<file path="config.mk">
export PLATFORM = sky130hd
export DESIGN_NAME = gsor_agen
export DESIGN_NICKNAME = d
export VERILOG_FILES = /design/src/hw/rtl/gsor_pkg.sv /design/src/hw/rtl/gsor_agen.sv
export SDC_FILE = /design/constraint.sdc
export NUM_CORES = 1
export LEC_CHECK = 0
export ABC_AREA = 0
export BUFFER_PORTS_ARGS = -buffer_cell sky130_fd_sc_hd__buf_2
export CAP_MARGIN = 10
export CORE_AREA = 2 2 184 96
export CTS_CLUSTER_SIZE = 12
export DETAILED_ROUTE_END_ITERATION = 16
export DIE_AREA = 0 0 186 98
export PLACE_DENSITY_LB_ADDON = 0.1
export SLEW_MARGIN = 0
export SYNTH_ARGS = -nofsm -noshare
export SYNTH_HDL_FRONTEND = slang
export SYNTH_SLANG_ARGS = --single-unit
</file>
<file path="constraint.sdc">
create_clock -name i_clk -period 18.15 [get_ports i_clk]
set_input_delay 1.815 -clock i_clk [delete_from_list [all_inputs] [get_ports i_clk]]
set_output_delay 1.815 -clock i_clk [all_outputs]
set_load 0.01 [all_outputs]
</file>
<file path="src/hw/rtl/gsor_pkg.sv">
// gsor_pkg.sv
// shared constants and types of the grid scan-order reorder block
// no dependencies
package gsor_pkg;

    // default sizing
    localparam int MAX_DIM_DEF   = 512;
    localparam int WORD_BITS_DEF = 32;

    // configuration port
    localparam int CFG_DATA_W = 10;
    localparam int CFG_IDX_W  = 2;
    localparam int FLAGS_W    = 8;

    localparam logic [CFG_IDX_W-1:0] REG_GRID_COLS  = 2'd0;
    localparam logic [CFG_IDX_W-1:0] REG_GRID_ROWS  = 2'd1;
    localparam logic [CFG_IDX_W-1:0] REG_SCAN_FLAGS = 2'd2;

    // scan flag bit positions
    localparam int FLAG_COL_REV   = 7;
    localparam int FLAG_ROW_FWD   = 6;
    localparam int FLAG_COL_MAJOR = 5;

    // result status codes
    localparam int STATUS_W = 2;
    localparam logic [STATUS_W-1:0] ST_DATA     = 2'd0;
    localparam logic [STATUS_W-1:0] ST_EARLY    = 2'd1;
    localparam logic [STATUS_W-1:0] ST_OVERFLOW = 2'd2;

    // commands from the top level to the drain address generator
    typedef struct packed {
        logic clear;  // re-arm: counters back to the first point
        logic step;   // one word drained, advance
    } t_drain_cmd;

endpackage

</file>
<file path="src/hw/rtl/gsor_agen.sv">
// gsor_agen.sv
// drain address generator: row and column counters and source address
// depends on gsor_pkg
module gsor_agen #(
    parameter int MAX_DIM = gsor_pkg::MAX_DIM_DEF
) (
    input  logic                                 i_clk,
    input  logic                                 i_rst_n,
    input  gsor_pkg::t_drain_cmd                 i_cmd,
    input  logic [$clog2(MAX_DIM+1)-1:0]         i_cols,
    input  logic [$clog2(MAX_DIM+1)-1:0]         i_rows,
    input  logic [gsor_pkg::FLAGS_W-1:0]         i_flags,
    output logic [$clog2(MAX_DIM*MAX_DIM)-1:0]   o_addr,
    output logic                                 o_fin
);
    import gsor_pkg::*;

    localparam int DW     = $clog2(MAX_DIM + 1);
    localparam int IDX_W  = $clog2(MAX_DIM);
    localparam int ADDR_W = $clog2(MAX_DIM * MAX_DIM);
    localparam int PW     = DW + IDX_W;

    logic [IDX_W-1:0] r_row, n_row;
    logic [IDX_W-1:0] r_col, n_col;
    logic [DW-1:0]    rows_m1, cols_m1;
    logic [DW-1:0]    row_rev, col_rev;
    logic [IDX_W-1:0] row_sel, col_sel;
    logic             col_major;
    logic [DW-1:0]    mul_a;
    logic [IDX_W-1:0] mul_b, add_b;
    logic [PW-1:0]    prod, sum;
    logic             row_end;

    // last point of the row and of the grid
    assign rows_m1 = i_rows - DW'(1);
    assign cols_m1 = i_cols - DW'(1);
    assign row_end = (r_col == IDX_W'(cols_m1));
    assign o_fin   = row_end && (r_row == IDX_W'(rows_m1));

    // loop directions
    assign row_rev = rows_m1 - DW'(r_row);
    assign col_rev = cols_m1 - DW'(r_col);
    assign row_sel = i_flags[FLAG_ROW_FWD] ? r_row : IDX_W'(row_rev);
    assign col_sel = i_flags[FLAG_COL_REV] ? IDX_W'(col_rev) : r_col;

    // source address: rows*col+row or cols*row+col, one shared multiplier
    assign col_major = i_flags[FLAG_COL_MAJOR];
    assign mul_a     = col_major ? i_rows : i_cols;
    assign mul_b     = col_major ? col_sel : row_sel;
    assign add_b     = col_major ? row_sel : col_sel;
    assign prod      = PW'(mul_a) * PW'(mul_b);
    assign sum       = prod + PW'(add_b);
    assign o_addr    = sum[ADDR_W-1:0];

    // counter advance
    always_comb begin
        n_row = r_row;
        n_col = r_col;
        priority if (i_cmd.clear || (i_cmd.step && o_fin)) begin
            n_row = '0;
            n_col = '0;
        end else if (i_cmd.step && row_end) begin
            n_col = '0;
            n_row = r_row + IDX_W'(1);
        end else if (i_cmd.step) begin
            n_col = r_col + IDX_W'(1);
        end
    end

    always_ff @(posedge i_clk) begin
        if (!i_rst_n) begin
            r_row <= '0;
            r_col <= '0;
        end else begin
            r_row <= n_row;
            r_col <= n_col;
        end
    end

endmodule

</file>
-- Yosys cells after proc, flatten, opt, wreduce, memory -nomap -nowiden
Cells that the tools add are included.
- $add $sub $neg: 7
- $mul: 1
- div/mod/pow operators: 0
- $lt $le $gt $ge: 0
- equality and inequality tests: 2
- shifts and indexed selects: 0
- muxes and demuxes: 5
- bitwise operators: 1
- reduce and logical (&&, ||, !) cells: 6
- operators by type and width (kind ; count):
    $mux 9 ; 4
    $add 18x9->18 ; 1
    $add 9x1->9 const B ; 2
    $eq 9x9->1 ; 2
    $mul 10x9->18 ; 1
    $sub 9x1->9 const B ; 2
    $sub 9x9->9 ; 2
    $mux 10 ; 1
    $logic_and 1x1->1 ; 3
    $reduce_or 3->1 ; 1
    $reduce_or 2->1 ; 1
    $logic_or 1x1->1 ; 1
    $not 1->1 ; 1
- register bits after elaboration: 18
- bits in latches: 0
- bits in writable memories: 0
- ROM bits: 0
- input port bits: 32
- word-level logic and storage cells: 24
- memories: 0

-- Depth between registers and ports, before layout
Gate-level depths: netlist of run 1.
- depth after elaboration: 6
- mapped depth: 30
- gate-level depth less buffers: 30

-- Least setup slack after synthesis of run 1
Ideal clock, no wire load.
- path kind: input port to output port
- from: input i_cols[3]
- to: output o_addr[17]
- arrival: 8.285 ns
- required time: 16.335 ns
- path slack: 8.050 ns
- stages on the path: 26
- buffers on the path: 0
- cells stage by stage: nor3_2 -> nand3_1 -> nor3_1 -> xor2_1 -> ha_1 -> nand4_1 -> a21oi_1 -> a211oi_1 -> xnor2_1 -> a211oi_2 -> o21ai_0 -> fa_1 -> fa_1 -> inv_1 -> fa_1 -> fa_1 -> inv_1 -> fa_1 -> inv_1 -> ha_1 -> o21ai_0 -> a21oi_1 -> a21oi_2 -> nor2_1 -> a311oi_1 -> xnor3_1
- longest elaborated chain between the ends: 6
- elaborated cells between the ends (all ways): 8
- those cells by class: add/sub (3); mul (1); mux (4)
- ends and longest elaborated chain (item ; line ; source):
    from (decl) ; gsor_agen.sv:10 ; input logic [$clog2(MAX_DIM+1)-1:0] i_cols,
    $sub 9x1->9 ; gsor_agen.sv:36 ; assign cols_m1 = i_cols - DW'(1);
    $sub 9x9->9 ; gsor_agen.sv:42 ; assign col_rev = cols_m1 - DW'(r_col);
    $mux 9 ; gsor_agen.sv:44 ; assign col_sel = i_flags[FLAG_COL_REV] ? IDX_W'(col_rev) : r_col;
    $mux 9 ; gsor_agen.sv:49 ; assign mul_b = col_major ? col_sel : row_sel;
    $mul 10x9->18 ; gsor_agen.sv:51 ; assign prod = PW'(mul_a) * PW'(mul_b);
    $add 18x9->18 * ; gsor_agen.sv:52 ; assign sum = prod + PW'(add_b);
    to (decl) ; gsor_agen.sv:13 ; output logic [$clog2(MAX_DIM*MAX_DIM)-1:0] o_addr,
Every way passes the cells marked *; elsewhere a longest branch is shown, timed or not.

-- Worst setup path after layout of run 1
Same ends and word-level chain as after synthesis.

==> flow_metrics.env, run 1 <==
export IMPL_status="finished, final reports clean"
export IMPL_worstSetupPathType="primary input to output port"
export IMPL_cts_resized=0
export IMPL_nets=909
export IMPL_cts_max_level=1
export IMPL_fmax_ghz=0.0873
export IMPL_finalNonFillerCells=976
export IMPL_cp_required_ns=16.33
export IMPL_drt_iter0_markers=314
export IMPL_final_area_mm2=0.00625
export IMPL_finalSetupTns_ns=0
export IMPL_finish_utilization_pct=37.2
export IMPL_synthFlopType="dfxtp_1"
export IMPL_grt_pass1_wl_um=26800
export IMPL_overflow=0
export IMPL_coreArea_mm2=0.0168
export IMPL_dpl_cell_count=971
export IMPL_yosysSeqAreaShare_pct=6.32
export IMPL_ys_seq_elements=18
export IMPL_start_kind="primary input"
export IMPL_synth_nets=870
export IMPL_die_y_um=98
export IMPL_layout_common_cells="inv_1, ha_1, nor2_1"
export IMPL_synth_edf_count=0
export IMPL_ctsRootBufferMaster="clkbuf_16"
export IMPL_clock_latency_ns=0.26
export IMPL_min_period_over_period_pct=63.1
export IMPL_cts_clk_slew_worst_paths_ns=0.05
export IMPL_grt_pass1_vias=4939
export IMPL_io_buffer_count=45
export IMPL_rows=34
export IMPL_dpl_hpwl_um=14200
export IMPL_antenna_found_initial=0
export IMPL_die_area_mm2=0.0182
export IMPL_slew_viol_final=0
export IMPL_ys_async_sr_fraction_pct=0
export IMPL_cts_buffers=3
export IMPL_viasPerCell=4.97
export IMPL_synthCells=703
export IMPL_avgSynthCellArea_um2=8.11
export IMPL_tritoncts="yes"
export IMPL_vias=4850
export IMPL_min_period_ns=11.45
export IMPL_timing_max_cap_violations=0
export IMPL_vdd_drop_max_v=0.000106
export IMPL_holdBufCountCts=0
export IMPL_power_leakage_uw=0.00298
export IMPL_area_growth_syn_to_layout_pct=9.59
export IMPL_antenna_left=0
export IMPL_arrival_ns=9.64
export IMPL_cp_end_kind="output port"
export IMPL_wl_per_cell_um=16.4
export IMPL_io_pins=51
export IMPL_hold_path_class="flop to flop"
export IMPL_max_slew_margin_rel_pct=30.7
export IMPL_drt_pass1_iterations=5
export IMPL_power_density_mw_per_mm2=116
export IMPL_critPathMaxFanout=5
export IMPL_yosys_warnings=0
export IMPL_rsz0062_at_grt="false"
export IMPL_routabilityCongestion=0.908
export IMPL_drive_gt1_share_pct=10.4
export IMPL_start_util_pct=33.9
export IMPL_hold_viol_final=0
export IMPL_clock_sinks=18
export IMPL_die_w_um=186
export IMPL_grt_max_degree=34
export IMPL_drc=0
export IMPL_layout_cells_most_common="inv_1"
export IMPL_grtUsageTotal_pct=18.9
export IMPL_clock_skew_ns=0.00418
export IMPL_clk_path_buf_depth=2
export IMPL_worst_pin_slew_ns=1.03
export IMPL_setup_viol=0
export IMPL_placed_area_mm2=0.00615
export IMPL_ys_types=70
export IMPL_postCtsSetupBuffers=0
export IMPL_wl_um=16000
export IMPL_syn_cell_area_mm2=0.00570
## final cells by class
type,instances,area [µm²]
fill,1730,10600
multi-input combinational,557,4830
inverter,116,435
sequential,18,360
tap,234,293
timing repair buffer,46,233
clock buffer,4,88.8
antenna,1,2.50
## critical path, cell delays in order
cell,delay [ns]
buf_2,0.14
nor3_2,0.37
nand3_1,0.22
nor3_1,0.22
xor2_1,0.17
ha_1,0.30
nand4_1,0.18
a21oi_1,0.07
a211oi_1,0.32
xnor2_1,0.14
a211oi_2,0.47
o21ai_0,0.31
fa_1,0.59
fa_1,0.56
inv_1,0.06
fa_1,0.50
fa_1,0.54
inv_1,0.05
fa_1,0.52
inv_1,0.04
ha_1,0.35
o21ai_0,0.25
a21oi_1,0.13
a21oi_2,0.33
nor2_1,0.08
a311oi_1,0.34
xnor3_1,0.38
buf_2,0.15
## where the power goes
part,leakage (µW),switching [µW],total (µW),internal [µW]
clock,0.0000442,16.6,50.2,33.6
combinational,0.00279,363,632,269
sequential,0.000145,0.398,40.1,39.7
## cell usage after synthesis (all sizes together), types with 2 or more instances
| cell type | instances | area [µm²] |
|---|---|---|
| nand2b | 11 | 71.3 |
| nor4 | 4 | 37.5 |
| o31a | 2 | 17.5 |
| a311oi | 3 | 43.8 |
| a21o | 7 | 52.6 |
| dfxtp | 18 | 360 |
| o22ai | 5 | 31.3 |
| and2 | 9 | 56.3 |
| xnor2 | 33 | 289 |
| a21boi | 7 | 52.6 |
| o21ai | 25 | 136 |
| nor2b | 10 | 62.6 |
| a211o | 4 | 35.0 |
| clkbuf | 6 | 42.5 |
| a32o | 2 | 20.0 |
| nand3b | 7 | 52.6 |
| nand3 | 15 | 80.1 |
| mux2i | 13 | 130 |
| inv | 116 | 435 |
| o31ai | 2 | 15.0 |
| a21oi | 32 | 171 |
| o211a | 3 | 30.0 |
| nor3 | 15 | 80.1 |
| a32oi | 3 | 26.3 |
| buf | 6 | 27.5 |
| o21a | 9 | 67.6 |
| nor4b | 3 | 41.3 |
| a31oi | 3 | 25.0 |
| nor2 | 68 | 258 |
| nand4 | 9 | 56.3 |
| xor2 | 15 | 131 |
| nand2 | 65 | 244 |
| or3 | 9 | 62.6 |
| a211oi | 7 | 80.1 |
| ha | 72 | 901 |
| o32ai | 2 | 17.5 |
| fa | 63 | 1260 |
| and3 | 2 | 12.5 |
| o211ai | 3 | 27.5 |
| nor3b | 3 | 22.5 |
| nand4b | 2 | 32.5 |
| or2 | 2 | 12.5 |
## registers in the layout, summed over array words and instances, names as in the netlist
register,cells
r_row,9
r_col,9
## worst paths after layout
kind                    startpoint                     to  slack, ns  depth (start not counted)
max                      i_cols[3]             o_addr[17]       6.70                         28
min          r_row[1]$_SDFFE_PP0P_  r_row[1]$_SDFFE_PP0P_       0.56                          2
max reg2reg  r_col[1]$_SDFFE_PP0P_  r_row[8]$_SDFFE_PP0P_      15.70                          9
min reg2reg  r_row[1]$_SDFFE_PP0P_  r_row[1]$_SDFFE_PP0P_       0.56                          2
## through the flow
step | hold WS (ns) | power (µW) | worst slack (ns)
after floorplan | 0.514 | 497 | 8.05
after global placement | 0.562 | 664 | 6.73
after detailed placement | 0.557 | 678 | 6.73
after CTS | 0.571 | 735 | 6.69
after global routing | 0.625 | 821 | 6.21
final | 0.559 | 722 | 6.70
## logic make-up after synthesis
group | count (synthesis) | share of synthesized area [%]
simple gates | 237 | 21.3
flops | 18 | 6.32
buf+inv | 128 | 8.87
xor+xnor | 49 | 7.77
fa+ha+maj | 135 | 37.9
compound gates | 122 | 15.3
mux | 14 | 2.48
## metal layers
| metal | vias up | GRT usage (%) | part of all wire (%) |
|---|---|---|---|
| met4 | 0 | 1.03 | 0.32 |
| met5 | - | 0 | 0 |
| met3 | 6 | 3.32 | 4.9 |
| met1 | 2328 | 32.2 | 59 |
| li1 | 2424 | - | - |
| met2 | 92 | 24.8 | 35 |
Power figures use the tool's default switching activity.
==> run 2: changes to the inputs <==
Settings changed: ABC_AREA 0 to 1, CORE_AREA 2 2 184 96 to 2 2 182 95, DIE_AREA 0 0 186 98 to 0 0 184 97.
Clock period 18.15 ns to 9.9 ns, I/O delays scaled along.
==> run 2 against run 1 <==
Non-clock buffer count fell by 1. Sequential cell count did not move. Global-route usage rose by 0.14 points. Sequential power rose by 82%. Area after synthesis fell by 2.3%. Die area fell by 2.1%. Combinational power rose by 120%. Routed wire length fell by 1.1%. Utilization rose by 0.69 points. Critical endpoint is now o_addr[15]. Largest power group unchanged.
==> flow_metrics.env, run 2 <==
export IMPL_slew_viol_final=0
export IMPL_antenna_left=0
export IMPL_critPathMaxFanout=7
export IMPL_wl_met1_um=9570
export IMPL_nets=1015
export IMPL_ctsRootBufferMaster="clkbuf_16"
export IMPL_start_util_pct=34.6
export IMPL_overflow=0
export IMPL_top_regs="r_col x9, r_row x9"
export IMPL_cts_buffers=3
export IMPL_ys_types=40
export IMPL_worst_path_largest_cell_delay_ns=0.56
export IMPL_synth_mux_area_fraction_pct=0.180
export IMPL_holdBufCountCts=0
export IMPL_tritoncts="yes"
export IMPL_yosys_area_top_type_share_pct=22.7
export IMPL_timing_max_cap_violations=0
export IMPL_antenna_found_initial=0
export IMPL_synth_nets=973
export IMPL_io_pins=51
export IMPL_drt_iter0_markers=379
export IMPL_synthFlopType="dfxtp_1"
export IMPL_path_common_cell="nand2_1"
export IMPL_wl_met3_um=1170
export IMPL_die_w_um=184
export IMPL_synth_compound_area_share_pct=8.99
export IMPL_grt_pass1_vias=4706
export IMPL_ys_seq_elements=18
export IMPL_pre_cts_ws_ns=0.676
export IMPL_arrival_ns=8.25
export IMPL_coreArea_mm2=0.0161
export IMPL_clock_skew_ns=0.00230
export IMPL_yosys_warnings=0
export IMPL_grtUsageTotal_pct=19.0
export IMPL_rows=33
export IMPL_avgSynthCellArea_um2=6.91
export IMPL_routed_top_layer="met4"
export IMPL_area_growth_syn_to_layout_pct=9.53
export IMPL_wl_um=15800
export IMPL_placed_area_mm2=0.00602
export IMPL_clk_path_buf_depth=2
export IMPL_fmax_ghz=0.108
export IMPL_routabilityCongestion=0.888
export IMPL_cts_clk_slew_worst_paths_ns=0.06
export IMPL_worstRegToRegCells=12
export IMPL_yosysMostFrequentCell="inv_1"
export IMPL_postCtsSetupBuffers=0
export IMPL_yosys_area_share_simple_pct=25.9
export IMPL_start_kind="primary input"
export IMPL_synth_top_family_by_area="adder cells"
export IMPL_ys_async_sr_fraction_pct=0
export IMPL_layout_cells_most_common="inv_1"
export IMPL_syn_cell_area_mm2=0.00557
export IMPL_drive_gt1_share_pct=7.80
export IMPL_drt_pass1_iterations=5
export IMPL_max_slew_margin_rel_pct=39.3
export IMPL_antennaDiodeCount=0
export IMPL_wl_met2_um=5050
export IMPL_min_period_over_period_pct=93.4
export IMPL_synth_xor_area_share_pct=7.39
export IMPL_yosysSeqAreaShare_pct=6.47
export IMPL_finalSetupTns_ns=0
export IMPL_clock_latency_ns=0.26
export IMPL_status="finished, final reports clean"
export IMPL_vdd_drop_max_v=0.000124
export IMPL_setup_viol=0
export IMPL_io_buffer_count=45
export IMPL_r2r_slack_ns=7.65
export IMPL_final_area_mm2=0.00610
export IMPL_worst_slack_ns=0.657
export IMPL_clock_sinks=18
export IMPL_die_y_um=97
export IMPL_synth_edf_count=0
export IMPL_vias=5000
export IMPL_worstSetupPathType="primary input to output port"
export IMPL_wl_per_cell_um=15.0
export IMPL_power_leakage_uw=0.00320
export IMPL_cp_end_kind="output port"
export IMPL_synthCells=806
export IMPL_min_period_ns=9.24
export IMPL_drc=0
export IMPL_yosysTopAreaCell="fa_1"
export IMPL_die_area_mm2=0.0178
export IMPL_dpl_hpwl_um=14200
export IMPL_ys_top_cells_by_count="inv_1, nand2_1, nor2_1"
export IMPL_holdPathStages=2
export IMPL_grt_max_degree=32
export IMPL_power_density_mw_per_mm2=255
export IMPL_cts_resized=0
export IMPL_rsz0062_at_grt="false"
export IMPL_grt_pass1_wl_um=26300
export IMPL_layout_common_cells="inv_1, nand2_1, nor2_1"
export IMPL_cpMaxStageDelayCell="fa_1"
export IMPL_viasPerCell=4.73
export IMPL_cts_max_level=1
export IMPL_synth_adder_area_share_pct=38.8
export IMPL_cp_required_ns=8.91
export IMPL_synth_area_top_cells="fa_1, ha_1, inv_1, nand2_1, dfxtp_1"
export IMPL_worst_pin_slew_ns=0.901
export IMPL_hold_viol_final=0
export IMPL_hold_path_class="flop to flop"
-- run 2: cells by family (layout without fill, tap and decap cells) --
logic type	Yosys count	in the layout
and+or+nand+nor	334	334
buffers and inverters	181	221
adders and majority gates	135	135
AOI/OAI and AO/OA	90	90
xor gates and xnor gates	47	47
DFF	18	18
muxes	1	1
-- run 2: worst paths after layout --
path / start / endpoint
setup / recovery: i_rows[0] / o_addr[15]
hold / removal: r_row[1]$_SDFFE_PP0P_ / r_row[1]$_SDFFE_PP0P_
setup reg to reg: r_col[4]$_SDFFE_PP0P_ / r_row[7]$_SDFFE_PP0P_
hold reg to reg: r_row[1]$_SDFFE_PP0P_ / r_row[1]$_SDFFE_PP0P_
-- run 2: worst max-delay path, delay by kind of cell --
| family | cells | cell delay (ns) |
|---|---|---|
| adder cells (fa/ha/maj) | 8 | 3.61 |
| buffers and inverters | 7 | 0.70 |
| AND/OR/NAND/NOR | 17 | 2.13 |
| AO/OA/AOI/OAI | 3 | 0.49 |
| XOR/XNOR | 2 | 0.31 |
-- run 2: per-stage QoR --
stage          util, %  total power, µW  hold WS (ns)  instances
2_1_floorplan        -             1040         0.458        806
3_5_place_dp      37.4             1460         0.486       1053
5_1_grt           37.9             1770         0.525       1056
6_report          37.9             1550         0.494       1056
4_1_cts           37.9             1570         0.494       1056
3_3_place_gp      37.4             1480         0.481       1053
-- run 2: where the power goes --
part | leakage [µW] | internal, µW | switching (µW)
Combinational | 0.00302 | 541 | 852
Sequential | 0.000145 | 72.7 | 0.324
Clock | 0.0000370 | 53.4 | 32.3
-- run 2: routing by layer --
metal / vias to the layer above / global-route usage (%)
met4: 0 / 0.738
met3: 2 / 3.50
met1: 2290 / 34.6
met2: 122 / 22.2
met5: - / 0
li1: 2586 / -
-- run 2: cell type report --
class                           instances  area [µm²]
Clock buffer                            3        75.1
Fill cell                            1770       10000
Inverter                              173         649
Multi-Input combinational cell        607        4520
Sequential cell                        18         360
Tap cell                              210         263
Timing Repair Buffer                   45         225
==> run 3: changes to the inputs <==
==> constraint.sdc (replaced) <==
create_clock -name i_clk -period 9.9 [get_ports i_clk]
set_input_delay 0.495 -clock i_clk [delete_from_list [all_inputs] [get_ports i_clk]]
set_output_delay 0.495 -clock i_clk [all_outputs]
set_load 0.01 [all_outputs]
==> run 3 against run 2 <==
Clock skew up 0.00095 ns. Fmax up 12%. Critical path depth unchanged. Highest routed layer unchanged. Critical path type unchanged. Non-clock buffer count unchanged. Largest cell class unchanged.
==> flow_metrics.env, run 3 (synthesis results as in run 2) <==
export IMPL_status="finished, final reports clean"
export IMPL_wl_um=15800
export IMPL_vias=4998
export IMPL_die_w_um=184
export IMPL_cts_max_level=1
export IMPL_io_pins=51
export IMPL_drt_iter0_markers=334
export IMPL_min_period_ns=8.22
export IMPL_holdBufCountCts=0
export IMPL_clock_latency_ns=0.26
export IMPL_r2r_end="r_row[7]$_SDFFE_PP0P_"
export IMPL_finalSetupTns_ns=0
export IMPL_r2r_slack_ns=7.67
export IMPL_fmax_ghz=0.122
export IMPL_power_density_mw_per_mm2=254
export IMPL_r2r_start="r_col[4]$_SDFFE_PP0P_"
export IMPL_dpl_cell_count=1053
export IMPL_drt_pass1_iterations=5
export IMPL_arrival_ns=7.72
export IMPL_antennaDiodeCount=0
export IMPL_clock_sinks=18
export IMPL_cp_end_kind="output port"
export IMPL_layout_common_cells="inv_1, nand2_1, nor2_1"
export IMPL_clk_path_buf_depth=2
export IMPL_hold_viol_final=0
export IMPL_dpl_hpwl_um=14200
export IMPL_viasPerCell=4.73
export IMPL_vdd_drop_max_v=0.000135
export IMPL_layout_cells_most_common="inv_1"
export IMPL_die_area_mm2=0.0178
export IMPL_worstSetupPathType="primary input to output port"
export IMPL_worst_pin_slew_ns=0.971
export IMPL_critPathMaxFanout=7
export IMPL_overflow=0
export IMPL_worstRegToRegCells=12
export IMPL_start_kind="primary input"
export IMPL_top_regs="r_col x9, r_row x9"
export IMPL_crit_start="i_rows[0]"
export IMPL_setup_worst_path_end="o_addr[15]"
export IMPL_drc=0
export IMPL_clock_skew_ns=0.00325
export IMPL_grt_max_degree=32
export IMPL_rsz0062_at_grt="false"
export IMPL_rows=33
export IMPL_area_growth_syn_to_layout_pct=9.53
export IMPL_grt_pass1_wl_um=26500
export IMPL_start_util_pct=34.6
export IMPL_drive_gt1_share_pct=7.80
export IMPL_cp_required_ns=9.41
export IMPL_min_period_over_period_pct=83.0
export IMPL_postCtsSetupBuffers=0
export IMPL_path_common_cell="nand2_1"
export IMPL_setup_viol=0
export IMPL_ctsRootBufferMaster="clkbuf_16"
export IMPL_routabilityCongestion=0.879
export IMPL_tritoncts="yes"
export IMPL_timing_max_cap_violations=0
export IMPL_grtUsageTotal_pct=19.2
export IMPL_cts_resized=0
export IMPL_nets=1015
export IMPL_antenna_left=0
export IMPL_antenna_found_initial=0
export IMPL_power_leakage_uw=0.00320
export IMPL_max_slew_margin_rel_pct=34.6
export IMPL_io_buffer_count=45
export IMPL_wl_per_cell_um=14.9
export IMPL_cts_buffers=3
export IMPL_slew_viol_final=0
export IMPL_grt_pass1_vias=4806
export IMPL_coreArea_mm2=0.0161
export IMPL_cts_clk_slew_worst_paths_ns=0.05
export IMPL_worst_path_largest_cell_delay_ns=0.55
export IMPL_finalNonFillerCells=1056
export IMPL_die_y_um=97
export IMPL_hold_path_class="flop to flop"
export IMPL_cpMaxStageDelayCell="fa_1"
-- run 3: cell counts in the layout (fill, tap and decap cells not counted) --
Identical to the previous run, type by type.
-- run 3: power breakdown --
group	internal (µW)	switching, µW
sequential	72.8	0.300
clock	53.3	30.3
combinational	542	851
total	668	881
-- run 3: how the worst min path moves through the flow --
stage | from | to | slack (ns) | cells past startpoint
finish | r_row[1]$_SDFFE_PP0P_ | r_row[1]$_SDFFE_PP0P_ | 0.49 | 2
global route | r_row[1]$_SDFFE_PP0P_ | r_row[1]$_SDFFE_PP0P_ | 0.55 | 2
CTS | r_row[1]$_SDFFE_PP0P_ | r_row[1]$_SDFFE_PP0P_ | 0.49 | 2
detailed placement | r_row[1]$_SDFFE_PP0P_ | r_row[1]$_SDFFE_PP0P_ | 0.49 | 2
global placement | r_row[1]$_SDFFE_PP0P_ | r_row[1]$_SDFFE_PP0P_ | 0.48 | 2
floorplan | r_row[1]$_SDFFE_PP0P_ | r_row[1]$_SDFFE_PP0P_ | 0.46 | 2
-- run 3: per-layer routing --
metal  wire length [µm]  global-route usage (%)  vias to the layer above  share of wire, %
li1                   -                       -                     2587                 -
met4                 65                    1.35                        0              0.41
met1               9440                    34.2                     2261                60
met5                  0                       0                        -                 0
met2               5030                    22.5                      141                32
met3               1230                    4.22                        9               7.8
-- run 3: layout make-up --
type	count	area (µm²)
clock buffer	3	75.1
multi-input combinational	607	4520
sequential	18	360
inverter	173	649
tap	210	263
timing repair buffer	45	225
fill	1778	10000
-- run 3: stage by stage --
| stage | utilization, % | power, µW | hold WS [ns] | area [µm²] | setup slack, ns |
|---|---|---|---|---|---|
| 2_1_floorplan | - | 1040 | 0.458 | 5570 | 2.85 |
| 3_3_place_gp | 37.4 | 1480 | 0.481 | 6020 | 1.71 |
| 3_5_place_dp | 37.4 | 1470 | 0.486 | 6020 | 1.70 |
| 4_1_cts | 37.9 | 1570 | 0.495 | 6100 | 1.68 |
| 5_1_grt | 37.9 | 1780 | 0.555 | 6100 | 1.01 |
| 6_report | 37.9 | 1550 | 0.493 | 6100 | 1.68 |
-- run 3: critical path, delay by kind of cell --
family | cells | cell delay, ns
AOI/OAI and AO/OA | 3 | 0.48
xor gates and xnor gates | 2 | 0.31
and+or+nand+nor | 17 | 2.15
adders and majority gates | 8 | 3.57
buffers and inverters | 7 | 0.71
